**config.mk**
```make
export PLATFORM = sky130hd
export DESIGN_NAME = wildcard_glob_matcher
export DESIGN_NICKNAME = d
export VERILOG_FILES = /design/src/sv/wgm_pkg.sv /design/src/sv/wildcard_glob_matcher.sv /design/src/sv/wgm_cell.sv /design/src/sv/wgm_closure.sv
export SDC_FILE = /design/constraint.sdc
export NUM_CORES = 1
export LEC_CHECK = 0
export BUFFER_PORTS_ARGS = -buffer_cell sky130_fd_sc_hd__buf_4
export CORE_ASPECT_RATIO = 1.1
export CORE_MARGIN = 2
export CORE_UTILIZATION = 50
export CTS_CLUSTER_DIAMETER = 150
export DETAILED_ROUTE_END_ITERATION = 8
export GPL_TIMING_DRIVEN = 0
export MAX_ROUTING_LAYER = met4
export PLACE_DENSITY = 0.68
export SYNTH_ARGS = -nofsm -noshare
export SYNTH_HDL_FRONTEND = slang
export SYNTH_SLANG_ARGS = --single-unit
```
**constraint.sdc**
```tcl
create_clock -name clk -period 4.4 [get_ports clk]
set_clock_uncertainty 0.05 [all_clocks]
set_input_delay 0.22 -clock clk [delete_from_list [all_inputs] [get_ports clk]]
set_output_delay 0.22 -clock clk [all_outputs]
set_load 0.02 [all_outputs]
```
**src/sv/wgm_pkg.sv**
```systemverilog
`timescale 1ns / 1ps

package wgm_pkg;

    localparam int MAX_PATTERN_DEF = 32;

    localparam logic [7:0] ANY_ONE = 8'h3F;
    localparam logic [7:0] ANY_RUN = 8'h2A;

    typedef enum logic [1:0] {
        REQ_CLEAR  = 2'd0,
        REQ_APPEND = 2'd1,
        REQ_TEXT   = 2'd2,
        REQ_END    = 2'd3
    } req_t;

    // shared controls broadcast along the row of cells
    typedef struct packed {
        logic       step;
        logic       rearm;
        logic [7:0] text_byte;
    } gm_ctrl_t;

    function automatic logic [7:0] fold_case(input logic [7:0] c);
        logic [7:0] r;
        r = c;
        if (c >= 8'h41 && c <= 8'h5A)
        begin
            r = c + 8'h20;
        end
        return r;
    endfunction

endpackage

```
**src/sv/wildcard_glob_matcher.sv**
```systemverilog
`timescale 1ns / 1ps

// Case-insensitive glob matcher ('?' one byte, '*' any run, A-Z folded).
// Input channel s_axis: tuser carries the request kind (clear pattern,
// append pattern byte, text byte, end of text), tdata the byte.
// Output channel m_axis: one result per end-of-text request, tdata bit 0
// matched, bit 1 pattern overflow (bytes dropped since the last clear).
// The row of cells updates all pattern positions in parallel, so one
// request per clock is sustained for any text length while s_axis_tready
// is high. Each result sits in a two-entry output register; s_axis_tready
// drops only while both entries are full, so the input side keeps going
// while a result waits. When m_axis_tready is held low, requests still
// flow until a second result is stored.
// After reset the pattern is empty, the overflow flag is clear and the
// matcher is armed for a new text; the block takes requests at once.
// Appending a byte abandons any text in progress.

module wildcard_glob_matcher #(
    parameter int MAX_PATTERN = wgm_pkg::MAX_PATTERN_DEF
) (
    input  logic       clk,
    input  logic       rst_n,
    input  logic       s_axis_tvalid,
    output logic       s_axis_tready,
    input  logic [7:0] s_axis_tdata,   // [7:0] char_value
    input  logic [1:0] s_axis_tuser,   // [1:0] req_type
    output logic       m_axis_tvalid,
    input  logic       m_axis_tready,
    output logic [7:0] m_axis_tdata    // [0] matched, [1] pattern_overflow, [7:2] zero
);
    import wgm_pkg::*;

    localparam int LW = $clog2(MAX_PATTERN + 1);
    localparam int NP = MAX_PATTERN + 1;

    req_t       req;
    logic       accept;
    logic [7:0] folded;
    gm_ctrl_t   ctrl;

    logic [LW-1:0] len_reg;
    logic [LW-1:0] len_next;
    logic          ovf_reg;
    logic          ovf_next;
    logic          act_last_reg;
    logic          act_last_next;

    logic [NP-1:0] act_vec;
    logic [NP-1:0] star_vec;
    logic [NP-1:0] closed_vec;
    logic [NP-1:0] adv_vec;

    logic       push;
    logic       pop;
    logic [1:0] res;
    logic       head_valid_reg;
    logic       head_valid_next;
    logic [1:0] head_data_reg;
    logic [1:0] head_data_next;
    logic       skid_valid_reg;
    logic       skid_valid_next;
    logic [1:0] skid_data_reg;
    logic [1:0] skid_data_next;

    assign req    = req_t'(s_axis_tuser);
    assign accept = s_axis_tvalid && s_axis_tready;
    assign folded = fold_case(s_axis_tdata);

    assign ctrl.step      = accept && (req == REQ_TEXT);
    assign ctrl.rearm     = accept && (req != REQ_TEXT);
    assign ctrl.text_byte = folded;

    assign adv_vec[0] = 1'b0;

    genvar i;
    generate
        for (i = 0; i < MAX_PATTERN; i++)
        begin : g_cell
            wgm_cell #(
                .START_BIT (i == 0)
            ) u_cell (
                .clk       (clk),
                .rst_n     (rst_n),
                .ctrl      (ctrl),
                .wr_en     (accept && (req == REQ_APPEND) && (len_reg == LW'(i))),
                .wr_byte   (folded),
                .in_use    (len_reg > LW'(i)),
                .closed_in (closed_vec[i]),
                .adv_in    (adv_vec[i]),
                .act       (act_vec[i]),
                .star      (star_vec[i]),
                .adv_out   (adv_vec[i+1])
            );
        end
    endgenerate

    // position past the last pattern byte has no byte of its own
    assign act_vec[MAX_PATTERN]  = act_last_reg;
    assign star_vec[MAX_PATTERN] = 1'b0;

    wgm_closure #(
        .N (NP)
    ) u_closure (
        .act    (act_vec),
        .star   (star_vec),
        .closed (closed_vec)
    );

    always_comb
    begin
        len_next      = len_reg;
        ovf_next      = ovf_reg;
        act_last_next = act_last_reg;
        if (ctrl.rearm)
        begin
            act_last_next = 1'b0;
        end
        else if (ctrl.step)
        begin
            act_last_next = adv_vec[MAX_PATTERN];
        end
        if (accept)
        begin
            case (req)
                REQ_CLEAR:
                begin
                    len_next = '0;
                    ovf_next = 1'b0;
                end
                REQ_APPEND:
                begin
                    if (len_reg < LW'(MAX_PATTERN))
                    begin
                        len_next = len_reg + 1'b1;
                    end
                    else
                    begin
                        ovf_next = 1'b1;
                    end
                end
                default:
                begin
                    len_next = len_reg;
                end
            endcase
        end
    end

    // two-entry output register
    assign push = accept && (req == REQ_END);
    assign pop  = head_valid_reg && m_axis_tready;
    assign res  = {ovf_reg, closed_vec[len_reg]};

    always_comb
    begin
        head_valid_next = head_valid_reg;
        head_data_next  = head_data_reg;
        skid_valid_next = skid_valid_reg;
        skid_data_next  = skid_data_reg;
        if (pop)
        begin
            head_valid_next = skid_valid_reg;
            head_data_next  = skid_data_reg;
            skid_valid_next = 1'b0;
            if (push)
            begin
                if (skid_valid_reg)
                begin
                    skid_valid_next = 1'b1;
                    skid_data_next  = res;
                end
                else
                begin
                    head_valid_next = 1'b1;
                    head_data_next  = res;
                end
            end
        end
        else if (push)
        begin
            if (!head_valid_reg)
            begin
                head_valid_next = 1'b1;
                head_data_next  = res;
            end
            else
            begin
                skid_valid_next = 1'b1;
                skid_data_next  = res;
            end
        end
    end

    always_ff @(posedge clk or negedge rst_n)
    begin
        if (!rst_n)
        begin
            len_reg        <= '0;
            ovf_reg        <= 1'b0;
            act_last_reg   <= 1'b0;
            head_valid_reg <= 1'b0;
            skid_valid_reg <= 1'b0;
        end
        else
        begin
            len_reg        <= len_next;
            ovf_reg        <= ovf_next;
            act_last_reg   <= act_last_next;
            head_valid_reg <= head_valid_next;
            skid_valid_reg <= skid_valid_next;
        end
    end

    always_ff @(posedge clk)
    begin
        head_data_reg <= head_data_next;
        skid_data_reg <= skid_data_next;
    end

    assign s_axis_tready = !skid_valid_reg;
    assign m_axis_tvalid = head_valid_reg;
    assign m_axis_tdata  = {6'b0, head_data_reg};

    a_len_bound: assert property (@(posedge clk) disable iff (!rst_n)
        len_reg <= LW'(MAX_PATTERN))
        else $error("pattern length beyond capacity");

    a_skid_needs_head: assert property (@(posedge clk) disable iff (!rst_n)
        skid_valid_reg |-> head_valid_reg)
        else $error("skid entry held with empty head");

    a_clear_resets: assert property (@(posedge clk) disable iff (!rst_n)
        (accept && (req == REQ_CLEAR)) |=> (len_reg == '0) && !ovf_reg)
        else $error("clear request left pattern state");

    a_rearm_start: assert property (@(posedge clk) disable iff (!rst_n)
        ctrl.rearm |=> (act_vec == NP'(1)))
        else $error("matcher not back at start position");

    a_end_result: assert property (@(posedge clk) disable iff (!rst_n)
        push |=> m_axis_tvalid)
        else $error("end of text produced no result");

endmodule

```
**src/sv/wgm_cell.sv**
```systemverilog
`timescale 1ns / 1ps

module wgm_cell #(
    parameter bit START_BIT = 1'b0
) (
    input  logic              clk,
    input  logic              rst_n,
    input  wgm_pkg::gm_ctrl_t ctrl,
    input  logic              wr_en,
    input  logic [7:0]        wr_byte,
    input  logic              in_use,
    input  logic              closed_in,
    input  logic              adv_in,
    output logic              act,
    output logic              star,
    output logic              adv_out
);
    import wgm_pkg::*;

    logic [7:0] byte_reg;
    logic       act_reg;
    logic       act_next;
    logic       match;
    logic       stay;

    // pattern byte is kept already folded to lower case
    always_ff @(posedge clk)
    begin
        if (wr_en)
        begin
            byte_reg <= wr_byte;
        end
    end

    assign star  = in_use && (byte_reg == ANY_RUN);
    assign match = in_use && !star &&
                   ((byte_reg == ANY_ONE) || (byte_reg == ctrl.text_byte));

    assign stay    = closed_in && star;
    assign adv_out = closed_in && match;

    always_comb
    begin
        act_next = act_reg;
        if (ctrl.rearm)
        begin
            act_next = START_BIT;
        end
        else if (ctrl.step)
        begin
            act_next = stay || adv_in;
        end
    end

    always_ff @(posedge clk or negedge rst_n)
    begin
        if (!rst_n)
        begin
            act_reg <= START_BIT;
        end
        else
        begin
            act_reg <= act_next;
        end
    end

    assign act = act_reg;

endmodule

```
**src/sv/wgm_closure.sv**
```systemverilog
`timescale 1ns / 1ps

module wgm_closure #(
    parameter int N = 33
) (
    input  logic [N-1:0] act,
    input  logic [N-1:0] star,
    output logic [N-1:0] closed
);
    logic [N-1:0] seed;
    logic [N-1:0] sum;

    // carries of star + (act & star) fill each run of stars from its lowest
    // active position up to one past the run
    assign seed   = act & star;
    assign sum    = star + seed;
    assign closed = act | (sum ^ star ^ seed);

endmodule
```
==> summary.md, run 1 <==
| Metric | Value |
|---|---|
| Status | complete, but fails checks |
| Violated checks | setup timing |
| Sw frac | 27.7% |
| Worst EP required | 4.75 ns |
| Nets@finish | 1847 |
| Vias per cell | approximately 6.8 |
| Worst hold-check path type | in2reg |
| Hpwl dp | 46700 µm |
| CP max stage delay | about 0.64 ns |
| Die area | ~37000 µm² |
| Reg2reg start | len_reg[1]$_DFFE_PN0P_ |
| Final Hold Viols | 0 |
| Pwr Density | around 360 nW/µm² |
| Initial core utilization | roughly half |
| Slowest cell on the critical path | or4_4 |
| Hold_ws | roughly 0.15 ns |
| Gr usage total | between 30% and 40% |
| Syn Area/Cell | between 10 and 15 µm² |
| Sequential power share | approximately 44% |
| Crit-path max FO | 6 |
| RSZ-0062 raised after global routing | yes |
| Leak | about 6.7 nW |
| DR pass1 iterations | 6 |
| Pre-CTS setup slack | -1.94 ns |
| Vias in the first global route | about 15000 |
| Seq/Total Area, Yosys | about half |
| Routed len/inst | around 29 µm |
| Row Count | 72 |
| CTS max path bufs | 3 |
| Clock latency on the worst-skew pair | 0.54 ns |
| Yosys warning count | 0 |
| FMAX | around 0.21 GHz |
| Core Area | approximately 35000 µm² |
| Clk sinks | 302 |
| Critical Path Sink | head_data_reg[0]$_DFFE_PP_ |
| DIE HEIGHT | about 200 µm |
| # DRC | 0 |
| Detail Route Antenna Nets | 0 |
| Area grow syn2layout | 15.1% |
| Cell count after synthesis | approximately 1700 |
| Clk pwr share | between 30 and 40% |
| Worst reg2reg path depth | 14 |
| Crit end category | flop |
| MaxCap Viol Count | 0 |
| Number of flops mapped to enable cells by yosys | 260 |
| Worst-path clk slew | approximately 0.060 ns |
| Combinational power share | ~17% |
| Port bufs | 17 |
| Total grt overflow | 0 |
| Minimum clock period after layout | 4.77 ns |
| Drt total wl | approximately 66000 µm |
| IR drop worst, VDD | 252 µV |
| Share of post-route cells with drive strength above 1 | 12.9% |
| Final period utilization | 109% |
| Top Ports | 24 |
| H-Tree Depth | 2 |
| Type of origin of the critical path | flop |
| Post-synth ARST share | 13.9% |
| CTS tree | yes |
| Initial antenna violation count | 1 |
| Max reg flops | about 260 |
| Post-synth cell types | 97 |
| Kind of critical path | reg2reg |
| Synthesized area | 17800 µm² |
| Most frequent cells in the layout | edfxtp_1 (260), xnor2_1 (138), nor2_1 (137) |
| WP data arrival | between 5 and 6 ns |
| Net Sw Power | slightly above 0.002 W |
| Final worst slack | -0.374 ns |
| CP Launch Point | len_reg[1]$_DFFE_PN0P_ |
| Worst R2R End | head_data_reg[0]$_DFFE_PP_ |
| Slew HR | ~6.3% |
| Final setup viols | 2 |
| Inserted Clock Buffers | 35 |
| Pin count of the biggest net entering global routing | 43 |
| Initial DRC count | between 1500 and 2000 |
| Via count | around 16000 |
| Sequence of cells on the critical path | buf_4 -> ha_1 -> nor2b_1 -> o21ai_1 -> a211oi_2 -> nand4_1 -> or4_4 -> o21ai_4 -> nor2_1 -> a211oi_2 -> o31a_1 -> a21oi_1 -> a41oi_4 -> mux2_4 |
| Worst Tran Pin Value | around 1.4 ns |
| Cell mode on critical path | a211oi_2 |
| Routability Congestion | roughly 1.1 |
| R2R Setup Slk | -0.37 ns |
| Commonest non-fill, non-tap cell in the layout | edfxtp_1 |
| Int Pwr | roughly 0.0053 W |
| First-pass GRT wire length | approximately 96000 µm |
| CTS Root Cell | clkbuf_16 |
| Top_reg_cell synth | edfxtp_1 |
| Yosys reg bits | 302 |
| Final max-slew violation count | 0 |
| Die width | roughly 180 µm |
[kinds of logic after synthesis]
| kind of cell | synth area share (%) |
|---|---|
| and+or+nand+nor | 20.5 |
| AOI/OAI and AO/OA | 13.6 |
| DFF | 49.6 |
| xor gates and xnor gates | 12.6 |
| buffers and inverters | 2.83 |
| adders and majority gates | 0.491 |
| muxes | 0.308 |
| other | 0.0210 |
[routing by layer]
layer / GRT usage [%] / wire (µm)
met1: 47.2 / 25500
met2: 55.2 / 29200
met3: 7.73 / 7520
met4: 17.3 / 4080
met5: - / 0
[worst max-delay path: cells and delay by family, from the launching register on]
family / cells / cell delay, ns
compound gates: 7 / 1.84
fa+ha+maj: 1 / 0.25
buf+inv: 1 / 0.16
flops: 1 / 0.45
mux: 1 / 0.19
simple gates: 4 / 1.70
[cell usage after synthesis (14+ instances only)]
| cell type | n | area share (%) |
|---|---|---|
| nand3_1 | 70 | 2.0 |
| a211oi_1 | 17 | 0.72 |
| o21ai_0 | 63 | 1.8 |
| nor3_1 | 117 | 3.3 |
| nand4_1 | 33 | 1.2 |
| or3_1 | 27 | 0.95 |
| buf_1 | 18 | 0.38 |
| and3_1 | 23 | 0.81 |
| inv_1 | 41 | 0.86 |
| nand2_1 | 106 | 2.2 |
| dfrtp_1 | 41 | 5.7 |
| a21oi_1 | 80 | 2.2 |
| o211ai_1 | 15 | 0.63 |
| xor2_1 | 118 | 5.8 |
| nor4_1 | 38 | 1.3 |
| or4_1 | 19 | 0.80 |
| nor2_1 | 142 | 3.0 |
| xnor2_1 | 138 | 6.8 |
| clkbuf_1 | 48 | 1.0 |
| nor4b_1 | 16 | 0.79 |
| o22ai_1 | 14 | 0.49 |
| edfxtp_1 | 260 | 44 |
[per-stage QoR]
step | instance area (µm²) | utilization (%) | setup TNS (ns) | cells | total power [W]
final | 20500 | 58.5 | -0.621 | 2298 | 0.00735
after global routing | 20500 | 58.5 | -0.983 | 2297 | 0.00752
after CTS | 20200 | 57.4 | -0.603 | 2286 | 0.00719
after detailed placement | 18600 | 52.9 | -75.46 | 2203 | 0.00423
after global placement | 18600 | 52.8 | -134.58 | 2201 | 0.00422
after floorplan | 17900 | - | 0 | 1740 | 0.00381
[power groups by stage]
stage | Sequential [W] | Clock [W] | Combinational, W
6_report | 0.00319 | 0.00289 | 0.00126
5_1_grt | 0.00320 | 0.00302 | 0.00130
4_1_cts | 0.00319 | 0.00291 | 0.00108
3_5_place_dp | 0.00325 | 0 | 0.000977
3_3_place_gp | 0.00325 | 0 | 0.000965
2_1_floorplan | 0.00325 | 0 | 0.000558
[repair_timing]
action                                  4_1_cts  5_1_grt
hold buffers                                  4        0
pin swaps                                    13       19
gates resized for setup                      62       81
buffers inserted                             16       12
endpoints found under the hold margin        44        0
endpoints found under the setup margin       97       25
cloned                                        0        0
[worst min-delay path by stage]
stage	from	endpoint	slack, ns	cells past startpoint
6_report	s_axis_tdata[0]	g_cell[4].u_cell.byte_reg[0]$_DFFE_PP_	0.15	1
5_1_grt	s_axis_tdata[0]	g_cell[2].u_cell.byte_reg[0]$_DFFE_PP_	0.14	1
4_1_cts	s_axis_tdata[0]	g_cell[1].u_cell.byte_reg[0]$_DFFE_PP_	0.13	1
3_5_place_dp	rst_n	g_cell[12].u_cell.act$_DFFE_PN0P_	0.26	1
3_3_place_gp	rst_n	g_cell[12].u_cell.act$_DFFE_PN0P_	0.25	1
2_1_floorplan	rst_n	act_last_reg$_DFFE_PN0P_	-0.13	0
[final cells by class]
| class | instances | area, µm² |
|---|---|---|
| Inverter | 44 | 180 |
| Antenna cell | 2 | 5.00 |
| Clock inverter | 18 | 185 |
| Clock buffer | 45 | 955 |
| Multi-Input combinational cell | 1313 | 8960 |
| Tap cell | 444 | 556 |
| Timing Repair Buffer | 51 | 413 |
| Buffer | 79 | 433 |
| Sequential cell | 302 | 8860 |
| Fill cell | 2978 | 14600 |
(Power assumes the default switching activity.)
==> inputs of run 2 (changes only) <==
--- a/config.mk
+++ b/config.mk
@@ -7,10 +7,11 @@
 export LEC_CHECK = 0
 export BUFFER_PORTS_ARGS = -buffer_cell sky130_fd_sc_hd__buf_4
 export CORE_ASPECT_RATIO = 1.1
-export CORE_MARGIN = 2
+export CORE_MARGIN = 8
 export CORE_UTILIZATION = 50
 export CTS_CLUSTER_DIAMETER = 150
 export DETAILED_ROUTE_END_ITERATION = 8
+export GPL_ROUTABILITY_DRIVEN = 0
 export GPL_TIMING_DRIVEN = 0
 export MAX_ROUTING_LAYER = met4
 export PLACE_DENSITY = 0.68
==> summary.md, run 2 (synthesis gave the netlist of run 1 again) <==
| Metric | Value |
|---|---|
| Status | complete, but fails checks |
| Violated checks | DRC, capacitance limit, slew limit, setup timing |
| Row Count | 72 (unchanged) |
| CTS Root Cell | clkbuf_16 |
| Kind of cell adding the most delay to the critical path | compound AO/OA/AOI/OAI gates |
| Crit-path max FO | 9 (+3) |
| Fill count | 2937 (-1.4%) |
| Commonest non-fill, non-tap cell in the layout | edfxtp_1 |
| Final max-slew violation count | 11 (+11) |
| Initial antenna violation count | 0 (-1) |
| Total grt overflow | 0 (unchanged) |
| Die area | 42000 µm² (+13%) |
| Hpwl dp | 43000 µm (-7.8%) |
| Max reg flops | 256 (unchanged) |
| WP data arrival | 5.12 ns (about the same) |
| Top Ports | 24 (unchanged) |
| Vias in the first global route | 15019 (+0.28%) |
| Final Util | 57.9% (-0.59 points) |
| Minimum clock period after layout | 4.70 ns (-0.0728 ns) |
| Slowest cell on the critical path | or4_4 |
| CP max stage delay | 0.53 ns (-0.11 ns) |
| DR pass1 iterations | 9 (+3) |
| Kind of critical path | reg2reg |
| Worst hold-check path type | in2reg |
| MaxCap Viol Count | 2 (+2) |
| Leak | 6.62 nW (-1.2%) |
| Clk sinks | 302 (unchanged) |
| Share of post-route cells with drive strength above 1 | 11.5% (-1.3 points) |
| Reg2reg start | len_reg[1]$_DFFE_PN0P_ |
| Type of origin of the critical path | flop |
| Core Area | 35100 µm² (unchanged) |
| H-Tree Depth | 1 (-1) |
| Vias per cell | 6.83 (+1.0%) |
| Nets@finish | 1843 (-0.22%) |
| Drt total wl | 62300 µm (-6.0%) |
| Slew HR | -3.68% (-9.9 points) |
| IR drop worst, VDD | 277 µV (+9.8%) |
| Setup TNS | -0.474 ns (+0.148 ns) |
| First-pass GRT wire length | 92000 µm (-4.2%) |
| Area grow syn2layout | 14.0% |
| Crit end category | flop |
| Clock latency on the worst-skew pair | 0.59 ns (+0.05 ns) |
| Final worst slack | -0.302 ns (+0.0728 ns) |
| Pre-CTS setup slack | -1.91 ns (+0.0329 ns) |
| Inserted Clock Buffers | 31 (-11%) |
| Final period utilization | 107% (-1.7 points) |
| Die width | 196 µm (+6.5%) |
| Routed len/inst | 27.2 µm (-5.7%) |
| CP Launch Point | len_reg[1]$_DFFE_PN0P_ |
| Detail Route Antenna Nets | 0 (unchanged) |
| Final Hold Viols | 0 (unchanged) |
| Initial DRC count | 2116 (+16%) |
| Pin count of the biggest net entering global routing | 43 (unchanged) |
| Hold path startpoint | s_axis_tdata[0] |
| Worst-path clk slew | 0.06 ns (about the same) |
| Gr usage total | 29.6% (-7.0 points) |
| Worst EP required | 4.82 ns (+0.07 ns) |
| Via count | 15655 (+0.73%) |
| CTS max path bufs | 3 (unchanged) |
| RSZ-0062 raised after global routing | yes |
| DIE HEIGHT | 214 µm (+5.9%) |
| CTS tree | yes |
| FMAX | 0.213 GHz (+1.5%) |
| Final setup viols | 2 (unchanged) |
| Initial core utilization | 50.8% (unchanged) |
| # DRC | 2 (+2) |
| Pwr Density | 347 nW/µm² (-3.0%) |
| Worst Tran Pin Value | 1.56 ns (+0.149 ns) |
| Sequence of cells on the critical path | buf_8 -> buf_8 -> clkinvlp_4 -> ha_2 -> nand2b_1 -> a2bb2oi_1 -> or2_4 -> or4_4 -> a2111oi_4 -> o21ai_2 -> a211oi_2 -> o211ai_1 -> nor3b_4 -> o22a_1 -> o22a_1 -> a41oi_4 -> mux2_4 |
| Port bufs | 17 (unchanged) |
| Most frequent cells in the layout | edfxtp_1 (260), nor2_1 (138), xnor2_1 (138) |
| Critical path buffers and inverters | 3 (+2) |
==> run 2: cell count changes in the layout (fill, tap and decap cells not counted), sizes merged <==
cell           change
clkbuf             -5
inv                -3
buf                +2
clkdlybuf4s15      -1
clkinv             +1
diode              -1
==> run 2: layer usage <==
| layer | share of wire (%) | global-route usage [%] |
|---|---|---|
| met2 | 45 | 45.3 |
| met4 | 6.6 | 17.3 |
| met3 | 11 | 6.70 |
| met5 | 0 | - |
| met1 | 37 | 35.5 |
==> run 2: worst register-to-register path: stages (launching register included) <==
cell and delay [ns]:
dfrtp_2 0.38, buf_8 0.11, buf_8 0.09, clkinvlp_4 0.17
ha_2 0.33, nand2b_1 0.22, a2bb2oi_1 0.15, or2_4 0.28
or4_4 0.53, a2111oi_4 0.31, o21ai_2 0.15, a211oi_2 0.34
o211ai_1 0.23, nor3b_4 0.21, o22a_1 0.25, o22a_1 0.26
a41oi_4 0.32, mux2_4 0.20
==> run 2: worst paths after layout <==
kind	end	slack, ns	cells after the start
max	head_data_reg[0]$_DFFE_PP_	-0.30	17
min	g_cell[1].u_cell.byte_reg[0]$_DFFE_PP_	0.10	1
max reg2reg	head_data_reg[0]$_DFFE_PP_	-0.30	17
min reg2reg	skid_data_reg[1]$_DFFE_PP_	0.45	0
max in group asynchronous	len_reg[1]$_DFFE_PN0P_	3.63	2
min in group asynchronous	g_cell[5].u_cell.act$_DFFE_PN0P_	0.17	2
==> run 2: per-stage QoR <==
| step | total power, W | hold WS (ns) | std cells | area, µm² |
|---|---|---|---|---|
| after floorplan | 0.00381 | -0.126 | 1740 | 17900 |
| after global placement | 0.00420 | 0.238 | 2201 | 18600 |
| after detailed placement | 0.00421 | 0.237 | 2203 | 18600 |
| after CTS | 0.00699 | 0.0835 | 2287 | 20200 |
| after global routing | 0.00721 | 0.0918 | 2290 | 20300 |
| final | 0.00705 | 0.101 | 2291 | 20300 |
==> run 2: area by class of cell <==
| type | instances | area, µm² | share of cell area, % |
|---|---|---|---|
| Inverter | 44 | 183 | 0.898 |
| Clock inverter | 16 | 159 | 0.781 |
| Sequential cell | 302 | 8860 | 43.6 |
| Multi-Input combinational cell | 1313 | 8910 | 43.8 |
| Timing Repair Buffer | 50 | 420 | 2.07 |
| Clock buffer | 41 | 823 | 4.05 |
| Buffer | 80 | 418 | 2.05 |
| Tap cell | 444 | 556 | 2.73 |
| Antenna cell | 1 | 2.50 | 0.0123 |
==> run 2: what timing repair did <==
item | 4_1_cts | 5_1_grt
endpoints found under the hold margin | 45 | 0
buffers inserted | 23 | 3
hold buffers | 4 | 0
endpoints found under the setup margin | 63 | 16
pin swaps | 20 | 4
resized for setup | 90 | 31
==> run 2: report_power, final <==
part	internal [W]	total [W]	switching (W)
registers	0.00316	0.00319	0.0000277
logic	0.000428	0.00126	0.000832
clock network	0.00148	0.00260	0.00112
==> inputs of run 3 (changes only) <==
--- a/config.mk
+++ b/config.mk
@@ -14,7 +14,8 @@
 export GPL_ROUTABILITY_DRIVEN = 0
 export GPL_TIMING_DRIVEN = 0
 export MAX_ROUTING_LAYER = met4
-export PLACE_DENSITY = 0.68
+export PLACE_DENSITY = 0.66
+export SLEW_MARGIN = 10
 export SYNTH_ARGS = -nofsm -noshare
 export SYNTH_HDL_FRONTEND = slang
 export SYNTH_SLANG_ARGS = --single-unit
==> constraint.sdc (replaced) <==
create_clock -name clk -period 4.6 [get_ports clk]
set_clock_uncertainty 0.05 [all_clocks]
set_input_delay 0.23 -clock clk [delete_from_list [all_inputs] [get_ports clk]]
set_output_delay 0.23 -clock clk [all_outputs]
set_load 0.02 [all_outputs]
==> summary.md, run 3 (synthesis gave the netlist of run 1 again) <==
| Metric | Value |
|---|---|
| Initial antenna violation count | 1 (+1) |
| Die width | 196 µm (unchanged) |
| Met1 usage | 36.1% (+0.60 points) |
| Non-filler cells, final | 2306 (+0.65%) |
| IR drop worst, VDD | 214 µV (-23%) |
| Row Count | 72 (unchanged) |
| Grt peak-use layer | met2 |
| H-Tree Depth | 2 (+1) |
| MaxCap Viol Count | 0 (-2) |
| Gr usage total | 29.8% (+0.24 points) |
| Inserted Clock Buffers | 34 (+9.7%) |
| DR pass1 iterations | 9 (unchanged) |
| Vias in the first global route | 15013 (-0.040%) |
| RSZ-0062 raised after global routing | yes |
| WP data arrival | 5.10 ns (-0.02 ns) |
| Power, Total | 0.00717 W (+1.7%) |
| Port bufs | 17 (unchanged) |
| Hpwl dp | 43100 µm (+0.11%) |
| Pwr Density | 348 nW/µm² (+0.26%) |
| Share of post-route cells with drive strength above 1 | 12.8% (+1.3 points) |
| FMAX | 0.211 GHz (-0.58%) |
| Vias per cell | 6.78 (-0.73%) |
| Final setup viols | 2 (unchanged) |
| Hold_ws | 0.158 ns (+0.0570 ns) |
| Violated checks | setup timing |
| Met2 usage | 44.4% (-0.83 points) |
| Final max-slew violation count | 0 (-11) |
| CTS max path bufs | 3 (unchanged) |
| Crit end category | flop |
| Worst EP required | 4.97 ns (+0.15 ns) |
| Type of origin of the critical path | flop |
| Die area | 42000 µm² (unchanged) |
| Top Ports | 24 (unchanged) |
| Crit-path max FO | 8 (-1) |
| Initial DRC count | 2073 (-2.0%) |
| First-pass GRT wire length | 92200 µm (+0.17%) |
| Via count | 15643 (-0.077%) |
| Status | complete, but fails checks |
| Final period utilization | 103% (-4.1 points) |
| Worst hold-check path type | in2reg |
| Setup TNS | -0.194 ns (+0.280 ns) |
| Worst Tran Pin Value | 1.37 ns (-0.180 ns) |
| Initial core utilization | 50.8% (unchanged) |
| Final worst slack | -0.129 ns (+0.173 ns) |
| Met3 Use GR | 7.11% (+0.41 points) |
| Drt total wl | 62700 µm (+0.64%) |
| Slew HR | 8.36% (+12 points) |
| Final Util | 58.7% (+0.84 points) |
| Pin count of the biggest net entering global routing | 43 (unchanged) |
| Kind of critical path | reg2reg |
| Commonest non-fill, non-tap cell in the layout | edfxtp_1 |
| Leak | 6.73 nW (+1.7%) |
| Final Hold Viols | 0 (unchanged) |
| Fill count | 2899 (-1.3%) |
| Core Area | 35100 µm² (unchanged) |
| # DRC | 0 (-2) |
| Area grow syn2layout | 15.6% |
| Detail Route Antenna Nets | 0 (unchanged) |
| DIE HEIGHT | 214 µm (unchanged) |
| Clock latency on the worst-skew pair | 0.55 ns (-0.04 ns) |
| Routed len/inst | 27.2 µm (about the same) |
| Nets@finish | 1856 (+0.71%) |
| Placed cells | 2203 (unchanged) |
| Minimum clock period after layout | 4.73 ns (+0.0273 ns) |
| Worst-path clk slew | 0.07 ns (about the same) |
| Max reg flops | 256 (unchanged) |
| Total grt overflow | 0 (unchanged) |
| CTS tree | yes |
| Most frequent cells in the layout | edfxtp_1 (260), nor2_1 (138), xnor2_1 (138) |
| CTS Root Cell | clkbuf_16 |
| Clk sinks | 302 (unchanged) |
-- run 3: critical path, cell delays in order, from the launching register on --
cell and delay [ns]:
dfrtp_2 0.38, buf_4 0.14, buf_4 0.12, and3_1 0.17, clkbuf_1 0.45, nor2_1 0.16
nor3_1 0.50, o21ai_0 0.31, a2111oi_4 0.40, o21ai_2 0.14, a211oi_2 0.37, o211ai_1 0.20
nor3b_4 0.21, o22a_1 0.23, o22a_1 0.23, a41oi_4 0.32, mux2_4 0.20
-- run 3: metal layers --
layer	share of wire, %	vias to the layer above
met4	7.5	0
met2	44	1112
met5	0	-
met1	37	7432
met3	11	339
li1	-	6760
-- run 3: worst paths after layout --
path	startpoint	endpoint	slack, ns	depth (start not counted)
max	len_reg[1]$_DFFE_PN0P_	head_data_reg[0]$_DFFE_PP_	-0.13	16
min	s_axis_tdata[0]	g_cell[4].u_cell.byte_reg[0]$_DFFE_PP_	0.16	1
max reg2reg	len_reg[1]$_DFFE_PN0P_	head_data_reg[0]$_DFFE_PP_	-0.13	16
min reg2reg	g_cell[2].u_cell.act$_DFFE_PN0P_	g_cell[2].u_cell.act$_DFFE_PN0P_	0.45	1
max in group asynchronous	rst_n	len_reg[1]$_DFFE_PN0P_	3.78	2
min in group asynchronous	rst_n	g_cell[13].u_cell.act$_DFFE_PN0P_	0.22	2
-- run 3: cell type report --
class,instances,area (µm²),area share (%)
Antenna cell,1,2.50,0.0121
Clock inverter,11,130,0.631
Timing Repair Buffer,61,497,2.41
Multi-Input combinational cell,1313,8960,43.4
Inverter,44,185,0.898
Buffer,79,403,1.95
Clock buffer,51,1040,5.03
Sequential cell,302,8860,42.9
Tap cell,444,556,2.69
-- run 3: power breakdown --
part	switching [W]	internal [W]	total, W
Sequential	0.0000262	0.00302	0.00305
Combinational	0.000807	0.000471	0.00128
Clock	0.00111	0.00173	0.00284
-- run 3: timing repair --
action | in CTS | in global routing
endpoints found under the hold margin | 45 | 0
gates cloned | 0 | 0
resized for setup | 77 | 39
buffers inserted | 19 | 19
pin swaps | 18 | 11
hold buffers | 4 | 0
endpoints found under the setup margin | 29 | 5
-- run 3: per-stage QoR --
stage / area (µm²) / worst slack, ns
3_3_place_gp: 18500 / -2.10
5_1_grt: 20600 / -0.116
4_1_cts: 20300 / 0.00685
3_5_place_dp: 18600 / -2.15
6_report: 20600 / -0.129
2_1_floorplan: 17900 / 0.0379
